### src/sv/fqu_pkg.sv
package fqu_pkg;

    // default sizing
    localparam int DEPTH_DEF    = 16;
    localparam int ID_WIDTH_DEF = 16;

    // fixed field widths
    localparam int IN_ID_W   = 16;
    localparam int WEIGHT_W  = 20;
    localparam int DEST_W    = 16;
    localparam int OUT_ID_W  = 16;
    localparam int TDATA_W   = 56;

    // request operation
    typedef enum logic {
        OP_ENQ = 1'b0,
        OP_DEQ = 1'b1
    } op_t;

    // result status
    typedef enum logic [1:0] {
        STAT_OK    = 2'd0,
        STAT_DUP   = 2'd1,
        STAT_EMPTY = 2'd2,
        STAT_FULL  = 2'd3
    } status_t;

    // controller states
    typedef enum logic [2:0] {
        S_IDLE,
        S_CHECK,
        S_CMP,
        S_DEQ_WAIT,
        S_FINISH
    } state_t;

    // commands from controller to datapath
    typedef struct packed {
        logic    accept;
        logic    mem_read_scan;
        logic    mem_read_deq;
        logic    scan_step;
        logic    write_entry;
        logic    deq_pop;
        logic    set_status;
        status_t code;
        logic    publish;
    } cmd_t;

    // status from datapath to controller
    typedef struct packed {
        op_t  req_op;
        logic occ_zero;
        logic full;
        logic scan_done;
        logic id_match;
        logic out_free;
    } stat_t;

endpackage

### src/sv/fqu_ctrl.sv
module fqu_ctrl
(
    input  logic           clk,
    input  logic           rst_n,
    input  logic           in_valid,
    output logic           in_ready,
    input  fqu_pkg::stat_t stat,
    output fqu_pkg::cmd_t  cmd
);

    fqu_pkg::state_t state_reg;
    fqu_pkg::state_t state_next;

    // state register
    always_ff @(posedge clk or negedge rst_n)
    begin
        if (!rst_n)
        begin
            state_reg <= fqu_pkg::S_IDLE;
        end
        else
        begin
            state_reg <= state_next;
        end
    end

    // next state
    always_comb
    begin
        state_next = state_reg;
        case (state_reg)
            fqu_pkg::S_IDLE:
            begin
                if (in_valid)
                begin
                    state_next = fqu_pkg::S_CHECK;
                end
            end
            fqu_pkg::S_CHECK:
            begin
                if (stat.req_op == fqu_pkg::OP_DEQ)
                begin
                    state_next = stat.occ_zero ? fqu_pkg::S_FINISH : fqu_pkg::S_DEQ_WAIT;
                end
                else
                begin
                    state_next = stat.scan_done ? fqu_pkg::S_FINISH : fqu_pkg::S_CMP;
                end
            end
            fqu_pkg::S_CMP:
            begin
                state_next = stat.id_match ? fqu_pkg::S_FINISH : fqu_pkg::S_CHECK;
            end
            fqu_pkg::S_DEQ_WAIT:
            begin
                state_next = fqu_pkg::S_FINISH;
            end
            fqu_pkg::S_FINISH:
            begin
                if (stat.out_free)
                begin
                    state_next = fqu_pkg::S_IDLE;
                end
            end
            default:
            begin
                state_next = fqu_pkg::S_IDLE;
            end
        endcase
    end

    // commands
    always_comb
    begin
        in_ready = 1'b0;
        cmd      = '0;
        cmd.code = fqu_pkg::STAT_OK;
        case (state_reg)
            fqu_pkg::S_IDLE:
            begin
                in_ready   = 1'b1;
                cmd.accept = in_valid;
            end
            fqu_pkg::S_CHECK:
            begin
                if (stat.req_op == fqu_pkg::OP_DEQ)
                begin
                    if (stat.occ_zero)
                    begin
                        cmd.set_status = 1'b1;
                        cmd.code       = fqu_pkg::STAT_EMPTY;
                    end
                    else
                    begin
                        cmd.mem_read_deq = 1'b1;
                    end
                end
                else if (stat.scan_done)
                begin
                    if (stat.full)
                    begin
                        cmd.set_status = 1'b1;
                        cmd.code       = fqu_pkg::STAT_FULL;
                    end
                    else
                    begin
                        cmd.write_entry = 1'b1;
                    end
                end
                else
                begin
                    cmd.mem_read_scan = 1'b1;
                end
            end
            fqu_pkg::S_CMP:
            begin
                if (stat.id_match)
                begin
                    cmd.set_status = 1'b1;
                    cmd.code       = fqu_pkg::STAT_DUP;
                end
                else
                begin
                    cmd.scan_step = 1'b1;
                end
            end
            fqu_pkg::S_DEQ_WAIT:
            begin
                cmd.deq_pop = 1'b1;
            end
            fqu_pkg::S_FINISH:
            begin
                cmd.publish = stat.out_free;
            end
            default:
            begin
                in_ready = 1'b0;
            end
        endcase
    end

endmodule

### src/sv/fqu_datapath.sv
module fqu_datapath
#(
    parameter int DEPTH    = fqu_pkg::DEPTH_DEF,
    parameter int ID_WIDTH = fqu_pkg::ID_WIDTH_DEF
)
(
    input  logic                          clk,
    input  logic                          rst_n,
    input  fqu_pkg::cmd_t                 cmd,
    output fqu_pkg::stat_t                stat,
    input  logic                          in_op,
    input  logic [fqu_pkg::IN_ID_W-1:0]   in_id,
    input  logic [fqu_pkg::WEIGHT_W-1:0]  in_weight,
    input  logic [fqu_pkg::DEST_W-1:0]    in_dest,
    output logic                          out_valid,
    input  logic                          out_ready,
    output logic [1:0]                    out_status,
    output logic [fqu_pkg::OUT_ID_W-1:0]  out_id,
    output logic [fqu_pkg::WEIGHT_W-1:0]  out_weight,
    output logic [fqu_pkg::DEST_W-1:0]    out_dest
);

    localparam int PTR_W = (DEPTH > 1) ? $clog2(DEPTH) : 1;
    localparam int CNT_W = $clog2(DEPTH + 1);
    localparam int EXT_W = (ID_WIDTH > fqu_pkg::IN_ID_W) ? ID_WIDTH : fqu_pkg::IN_ID_W;

    // entry storage
    logic [ID_WIDTH-1:0]          id_mem     [DEPTH];
    logic [fqu_pkg::WEIGHT_W-1:0] weight_mem [DEPTH];
    logic [fqu_pkg::DEST_W-1:0]   dest_mem   [DEPTH];

    // queue control
    logic [PTR_W-1:0] rd_ptr_reg;
    logic [PTR_W-1:0] wr_ptr_reg;
    logic [CNT_W-1:0] occ_reg;
    logic [PTR_W-1:0] scan_ptr_reg;
    logic [CNT_W-1:0] scan_cnt_reg;
    logic             out_valid_reg;

    // request and read data
    fqu_pkg::op_t                 req_op_reg;
    logic [ID_WIDTH-1:0]          req_id_reg;
    logic [fqu_pkg::WEIGHT_W-1:0] req_weight_reg;
    logic [fqu_pkg::DEST_W-1:0]   req_dest_reg;
    logic [ID_WIDTH-1:0]          rd_id_reg;
    logic [fqu_pkg::WEIGHT_W-1:0] rd_weight_reg;
    logic [fqu_pkg::DEST_W-1:0]   rd_dest_reg;

    // pending result and output register
    fqu_pkg::status_t             res_status_reg;
    logic [fqu_pkg::OUT_ID_W-1:0] res_id_reg;
    logic [fqu_pkg::WEIGHT_W-1:0] res_weight_reg;
    logic [fqu_pkg::DEST_W-1:0]   res_dest_reg;
    fqu_pkg::status_t             out_status_reg;
    logic [fqu_pkg::OUT_ID_W-1:0] out_id_reg;
    logic [fqu_pkg::WEIGHT_W-1:0] out_weight_reg;
    logic [fqu_pkg::DEST_W-1:0]   out_dest_reg;

    logic [EXT_W-1:0] in_id_ext;
    logic [EXT_W-1:0] rd_id_ext;
    logic [PTR_W-1:0] rd_addr;
    logic [PTR_W-1:0] rd_ptr_adv;
    logic [PTR_W-1:0] wr_ptr_adv;
    logic [PTR_W-1:0] scan_ptr_adv;

    // key is the low ID_WIDTH bits of the request id
    assign in_id_ext = EXT_W'(in_id);
    assign rd_id_ext = EXT_W'(rd_id_reg);

    assign rd_addr = cmd.mem_read_deq ? rd_ptr_reg : scan_ptr_reg;

    // ring pointer wrap
    assign rd_ptr_adv   = (rd_ptr_reg == PTR_W'(DEPTH - 1)) ? '0 : rd_ptr_reg + 1'b1;
    assign wr_ptr_adv   = (wr_ptr_reg == PTR_W'(DEPTH - 1)) ? '0 : wr_ptr_reg + 1'b1;
    assign scan_ptr_adv = (scan_ptr_reg == PTR_W'(DEPTH - 1)) ? '0 : scan_ptr_reg + 1'b1;

    // storage write and registered read
    always_ff @(posedge clk)
    begin
        if (cmd.write_entry)
        begin
            id_mem[wr_ptr_reg]     <= req_id_reg;
            weight_mem[wr_ptr_reg] <= req_weight_reg;
            dest_mem[wr_ptr_reg]   <= req_dest_reg;
        end
        if (cmd.mem_read_scan || cmd.mem_read_deq)
        begin
            rd_id_reg     <= id_mem[rd_addr];
            rd_weight_reg <= weight_mem[rd_addr];
            rd_dest_reg   <= dest_mem[rd_addr];
        end
    end

    // queue control state
    always_ff @(posedge clk or negedge rst_n)
    begin
        if (!rst_n)
        begin
            rd_ptr_reg    <= '0;
            wr_ptr_reg    <= '0;
            occ_reg       <= '0;
            scan_ptr_reg  <= '0;
            scan_cnt_reg  <= '0;
            out_valid_reg <= 1'b0;
        end
        else
        begin
            if (cmd.accept)
            begin
                scan_ptr_reg <= rd_ptr_reg;
                scan_cnt_reg <= '0;
            end
            else if (cmd.scan_step)
            begin
                scan_ptr_reg <= scan_ptr_adv;
                scan_cnt_reg <= scan_cnt_reg + 1'b1;
            end
            if (cmd.write_entry)
            begin
                wr_ptr_reg <= wr_ptr_adv;
                occ_reg    <= occ_reg + 1'b1;
            end
            else if (cmd.deq_pop)
            begin
                rd_ptr_reg <= rd_ptr_adv;
                occ_reg    <= occ_reg - 1'b1;
            end
            if (cmd.publish)
            begin
                out_valid_reg <= 1'b1;
            end
            else if (out_ready)
            begin
                out_valid_reg <= 1'b0;
            end
        end
    end

    // capture request, build result, load output
    always_ff @(posedge clk)
    begin
        if (cmd.accept)
        begin
            req_op_reg     <= fqu_pkg::op_t'(in_op);
            req_id_reg     <= in_id_ext[ID_WIDTH-1:0];
            req_weight_reg <= in_weight;
            req_dest_reg   <= in_dest;
        end
        if (cmd.set_status || cmd.write_entry)
        begin
            res_status_reg <= cmd.set_status ? cmd.code : fqu_pkg::STAT_OK;
            res_id_reg     <= '0;
            res_weight_reg <= '0;
            res_dest_reg   <= '0;
        end
        else if (cmd.deq_pop)
        begin
            res_status_reg <= fqu_pkg::STAT_OK;
            res_id_reg     <= rd_id_ext[fqu_pkg::OUT_ID_W-1:0];
            res_weight_reg <= rd_weight_reg;
            res_dest_reg   <= rd_dest_reg;
        end
        if (cmd.publish)
        begin
            out_status_reg <= res_status_reg;
            out_id_reg     <= res_id_reg;
            out_weight_reg <= res_weight_reg;
            out_dest_reg   <= res_dest_reg;
        end
    end

    // status to controller
    always_comb
    begin
        stat.req_op    = req_op_reg;
        stat.occ_zero  = (occ_reg == '0);
        stat.full      = (occ_reg == CNT_W'(DEPTH));
        stat.scan_done = (scan_cnt_reg == occ_reg);
        stat.id_match  = (rd_id_reg == req_id_reg);
        stat.out_free  = !out_valid_reg || out_ready;
    end

    assign out_valid  = out_valid_reg;
    assign out_status = out_status_reg;
    assign out_id     = out_id_reg;
    assign out_weight = out_weight_reg;
    assign out_dest   = out_dest_reg;

endmodule

### src/sv/fifo_queue_unique_key.sv
// Bounded first-in first-out order queue with unique identifiers. Each request
// on the slave stream is an enqueue or a dequeue and yields exactly one result
// on the master stream: status ok, duplicate, empty or full, plus the dequeued
// order's fields (zero on every other result). An enqueue is checked against
// every occupied entry by walking the identifier memory through its single
// read port, one entry at a time in the check and compare states, stopping
// early when a duplicate is found. A dequeue reads the head entry and then
// pops it; on an empty queue it goes straight to the finish state. A new
// request is taken while a finished result still waits on the master side.
// Entry storage needs no clearing after reset.
module fifo_queue_unique_key
#(
    parameter int DEPTH    = fqu_pkg::DEPTH_DEF,
    parameter int ID_WIDTH = fqu_pkg::ID_WIDTH_DEF
)
(
    input  logic                         clk,
    input  logic                         rst_n,
    input  logic                         s_axis_tvalid,
    output logic                         s_axis_tready,
    input  logic [fqu_pkg::TDATA_W-1:0]  s_axis_tdata,  // item_id, weight_grams, dest_code
    input  logic [0:0]                   s_axis_tuser,  // op
    output logic                         m_axis_tvalid,
    input  logic                         m_axis_tready,
    output logic [fqu_pkg::TDATA_W-1:0]  m_axis_tdata,  // out_id, out_weight, out_dest
    output logic [1:0]                   m_axis_tuser   // status
);

    fqu_pkg::cmd_t  cmd;
    fqu_pkg::stat_t stat;

    logic [fqu_pkg::OUT_ID_W-1:0] out_id;
    logic [fqu_pkg::WEIGHT_W-1:0] out_weight;
    logic [fqu_pkg::DEST_W-1:0]   out_dest;

    // sequencing
    fqu_ctrl u_ctrl
    (
        .clk      (clk),
        .rst_n    (rst_n),
        .in_valid (s_axis_tvalid),
        .in_ready (s_axis_tready),
        .stat     (stat),
        .cmd      (cmd)
    );

    // storage, pointers and result registers
    fqu_datapath
    #(
        .DEPTH    (DEPTH),
        .ID_WIDTH (ID_WIDTH)
    )
    u_datapath
    (
        .clk        (clk),
        .rst_n      (rst_n),
        .cmd        (cmd),
        .stat       (stat),
        .in_op      (s_axis_tuser[0]),
        .in_id      (s_axis_tdata[15:0]),
        .in_weight  (s_axis_tdata[35:16]),
        .in_dest    (s_axis_tdata[51:36]),
        .out_valid  (m_axis_tvalid),
        .out_ready  (m_axis_tready),
        .out_status (m_axis_tuser),
        .out_id     (out_id),
        .out_weight (out_weight),
        .out_dest   (out_dest)
    );

    // pack result fields, pad to whole bytes
    assign m_axis_tdata = {4'b0000, out_dest, out_weight, out_id};

endmodule

### config.mk
export PLATFORM = sky130hd
export DESIGN_NAME = fifo_queue_unique_key
export DESIGN_NICKNAME = d
export VERILOG_FILES = /design/src/sv/fqu_pkg.sv /design/src/sv/fqu_ctrl.sv /design/src/sv/fqu_datapath.sv /design/src/sv/fifo_queue_unique_key.sv
export SDC_FILE = /design/constraint.sdc
export NUM_CORES = 1
export LEC_CHECK = 0
export ABC_AREA = 1
export BUFFER_PORTS_ARGS = -buffer_cell sky130_fd_sc_hd__clkbuf_2
export CORE_ASPECT_RATIO = 1.75
export CORE_MARGIN = 10
export CORE_UTILIZATION = 39
export DETAILED_ROUTE_END_ITERATION = 8
export REMOVE_ABC_BUFFERS = 1
export SYNTH_ARGS = -nofsm -noshare
export SYNTH_HDL_FRONTEND = slang
export SYNTH_SLANG_ARGS = --single-unit
### constraint.sdc
create_clock -name clk -period 4.7 [get_ports clk]
set_input_delay 0.47 -clock clk [delete_from_list [all_inputs] [get_ports clk]]
set_output_delay 0.47 -clock clk [all_outputs]
set_load 0.005 [all_outputs]
==> out/qor.yml <==
run_status:
  result_of_the_run: "completed"
floorplanning:
  die_x_um: 278
  num_rows: 165
  starting_density_of_the_core_pct: 39.3
  die_h_um: 471
  io_pins: 121
  dieArea_um2: 131000
  core_area_um2: 115000
critical_path:
  cpPeakStageDelay_ps: 770
  critical-path-slowest-cell: "sky130_fd_sc_hd__nor2_4"
  r2r_end: "u_datapath.dest_mem[0][4]$_DFFE_PP_"
  rr_worst_depth: 9
  crit_chain: "xor2_1, nor3_1, nand3_1, inv_1, nand3_1, inv_1, nand2_1, nor2_4, buf_12"
  timing.critical_path.from_type: "register"
  critPathKind: "register to register"
  timing.critical_path.to: "u_datapath.dest_mem[0][4]$_DFFE_PP_"
  r2r_slack_ps: 1170
  worstSetupStartpoint: "u_datapath.occ_reg[0]$_DFFE_PN0P_"
  critical_path_sink_type: "register"
  worst_r2r_startpoint: "u_datapath.occ_reg[0]$_DFFE_PN0P_"
  worstPathRequired_ps: 5070
  critical_path_depth: 9
  crit_family: "simple AND/OR/NAND/NOR gates"
  endpoint_arrival_time_on_the_critical_path_ps: 3910
  path_buf_inv: 3
  top_fanout_value_on_the_critical_path: 22
placed_design:
  globalplace.congestion: 0.756
  dp.cells: 5693
  hpwl_um: 56600
  pre_cts_slack_ps: 1200
  detailed_place.area_um2: 47700
  numPortBuffers: 112
routing:
  route.detailed.wl_per_inst_um: 19.9
  avgViaCountPerCell: 5.00
  drt_pass1_iterations: 5
  totalWireLength_um: 118000
  vias: 29600
  detail_route.drc_violations: 0
  count_of_antenna_violating_nets_left_after_detailed_routing: 0
  drt_iter0_markers: 2337
cts:
  clkLatencyLatePin_ps: 710
  cts.repair_timing.setup_buffer_count: 0
  clk_pin_slew_worst_paths_ps: 70
  cts.htree.levels: 3
  tritoncts: "built"
  cts-root-buf: "sky130_fd_sc_hd__clkbuf_16"
  ctsHoldBuffers: 55
  cts_inserted_buffers: 95
  cts_buffer_depth: 3
  clock-sinks: 1071
  cts.repair.resized: 0
final_layout:
  largest_register_ff_count: 320
  top_register: "u_datapath.weight_mem"
  post_layout_nonfiller_instances: 5927
  top_regs: "u_datapath.weight_mem (320), u_datapath.dest_mem (256), u_datapath.id_mem (256)"
  post_route_cell_area_um2: 51400
  nets: 4415
  fraction_of_final_layout_cells_sized_beyond_drive_strength_1_pct: 8.09
  flow.area_growth_from_synthesis_pct: 13.5
pwr:
  vdd_drop_max_mv: 0.714
  cellPowerDensity_nw_per_um2: 579
  static_leakage_nw: 21.6
yosys:
  sequential_element_share_of_the_synthesized_area_pct: 69.5
  synth.yosys.warnings: 0
  synth_seq_cells: 1071
  netlist_instances: 4234
  synthArstFlopShare_pct: 2.43
  syn-mean-instance-area_um2: 10.7
  synth_top_flop_cell: "sky130_fd_sc_hd__edfxtp_1"
  synth_cell_type_count: 35
  synth-edff-count: 993
  syn_area_um2: 45300
global_route:
  grt_remaining_overflow: 0
  initial_antenna_violation_count: 3
  grt_first_pass_wirelength_um: 177000
  grt_pass1_vias: 28900
  grt_start_max_net_pins: 157
  gr-usage-all-layers_pct: 17.7
timing:
  relative_slew_slack_pct: 26.4
  tns_ps: 0
  period_needed_ps: 3530
  fin_worst_skew_ps: 35.6
  post-route-worst-setup-slack_ps: 1170
  rsz0062_at_grt: "no"
  final_hold_viol_count: 0
  report.final.setup_viol: 0
  max_freq_mhz: 283
  worst_pin_slew_ps: 1100
  period_share_pct: 75.1
  final-max-slew-violation-count: 0
flow_run:
  cap_viol_max_count: 0
worst_hold_path:
  hold_wc_path_type: "primary input to register"
## cells in the final DEF, fill, tap and decap left out, types with 4 or more instances in the layout
cell type	synthesis	layout
sky130_fd_sc_hd__buf_12	0	26
sky130_fd_sc_hd__buf_4	23	34
sky130_fd_sc_hd__bufinv_16	0	11
sky130_fd_sc_hd__clkbuf_1	65	20
sky130_fd_sc_hd__clkbuf_16	0	98
sky130_fd_sc_hd__clkbuf_2	0	112
sky130_fd_sc_hd__clkbuf_8	0	7
sky130_fd_sc_hd__clkinv_1	0	13
sky130_fd_sc_hd__clkinv_2	0	16
sky130_fd_sc_hd__clkinvlp_4	0	4
sky130_fd_sc_hd__conb_1	1	4
sky130_fd_sc_hd__dfrtp_1	26	26
sky130_fd_sc_hd__dfxtp_1	52	52
sky130_fd_sc_hd__dlygate4sd3_1	0	55
sky130_fd_sc_hd__edfxtp_1	993	993
sky130_fd_sc_hd__ha_1	11	11
sky130_fd_sc_hd__inv_1	919	917
sky130_fd_sc_hd__inv_6	0	4
sky130_fd_sc_hd__nand2_1	834	832
sky130_fd_sc_hd__nand3_1	1021	1019
sky130_fd_sc_hd__nand4_1	8	8
sky130_fd_sc_hd__nor2_1	78	61
sky130_fd_sc_hd__nor2_4	2	19
sky130_fd_sc_hd__o21ai_0	17	16
sky130_fd_sc_hd__o21ai_4	0	5
sky130_fd_sc_hd__xnor2_1	18	18
sky130_fd_sc_hd__xor2_1	10	10
## per-stage QoR
stage               hold WS (ps)  total power [W]  util (%)
global placement             407           0.0217      41.3
CTS                         53.6           0.0300      44.6
detailed placement           405           0.0219      41.3
floorplan                    174           0.0189         -
finish                       108           0.0298      44.6
global route                 128           0.0314      44.6
## worst reg2reg max path, cell delays in order (launching register included)
cell                      delay, ps
sky130_fd_sc_hd__dfrtp_1        480
sky130_fd_sc_hd__xor2_1         200
sky130_fd_sc_hd__nor3_1         160
sky130_fd_sc_hd__nand3_1        150
sky130_fd_sc_hd__inv_1          120
sky130_fd_sc_hd__nand3_1        260
sky130_fd_sc_hd__inv_1          400
sky130_fd_sc_hd__nand2_1        340
sky130_fd_sc_hd__nor2_4         780
sky130_fd_sc_hd__buf_12         310
## Yosys cell counts, types with 10 or more instances
library cell,n,area [um^2]
sky130_fd_sc_hd__nand2_1,834,3130
sky130_fd_sc_hd__nand3_1,1021,5110
sky130_fd_sc_hd__xnor2_1,18,158
sky130_fd_sc_hd__buf_1,17,63.8
sky130_fd_sc_hd__dfxtp_1,52,1040
sky130_fd_sc_hd__nor2_1,78,293
sky130_fd_sc_hd__buf_2,104,521
sky130_fd_sc_hd__o21ai_0,17,85.1
sky130_fd_sc_hd__edfxtp_1,993,29800
sky130_fd_sc_hd__inv_1,919,3450
sky130_fd_sc_hd__clkbuf_1,65,244
sky130_fd_sc_hd__ha_1,11,138
sky130_fd_sc_hd__buf_4,23,173
sky130_fd_sc_hd__dfrtp_1,26,651
sky130_fd_sc_hd__xor2_1,10,87.6
## layer usage
metal,global-route usage (%),vias up,wire (um)
met1,22.2,14400,49000
li1,-,14000,-
met2,30.2,1004,57900
met4,6.96,4,3510
met5,0,-,27
met3,2.70,201,7540
## how the worst min path moves through the flow
| stage | start | end | slack [ps] | cells past startpoint |
|---|---|---|---|---|
| floorplan | rst_n | u_ctrl.state_reg[0]$_DFFE_PN0P_ | 170 | 0 |
| global placement | u_datapath.res_status_reg[1]$_SDFFCE_PN0P_ | u_datapath.out_status[1]$_DFFE_PP_ | 410 | 0 |
| detailed placement | u_datapath.res_status_reg[1]$_SDFFCE_PN0P_ | u_datapath.out_status[1]$_DFFE_PP_ | 410 | 0 |
| CTS | s_axis_tvalid | u_ctrl.state_reg[0]$_DFFE_PN0P_ | 50 | 3 |
| global route | s_axis_tvalid | u_ctrl.state_reg[0]$_DFFE_PN0P_ | 130 | 3 |
| finish | s_axis_tvalid | u_ctrl.state_reg[0]$_DFFE_PN0P_ | 110 | 3 |
## power breakdown
part	internal [W]	total [W]	switching, W
registers	0.0118	0.0126	0.000756
clock network	0.00456	0.00805	0.00349
logic	0.00265	0.00915	0.00650
## layout make-up
cell class,count,area (um^2)
diodes,1,2.50
clock buffers,125,2620
clock inverters,53,578
fillers,10500,64000
inverters,922,3470
multi-input cells,2025,9490
flip-flops and latches,1071,31500
well taps,1503,1880
repair buffers,227,1890
## logic make-up after synthesis
family / synth area share, %
adder cells (fa/ha/maj): 0.348
AND/OR/NAND/NOR: 19.2
buffers and inverters: 10.1
AO/OA/AOI/OAI: 0.331
XOR/XNOR: 0.541
other: 0.00827
flip-flops: 69.5
No activity file was read; power rests on OpenSTA's default activity.
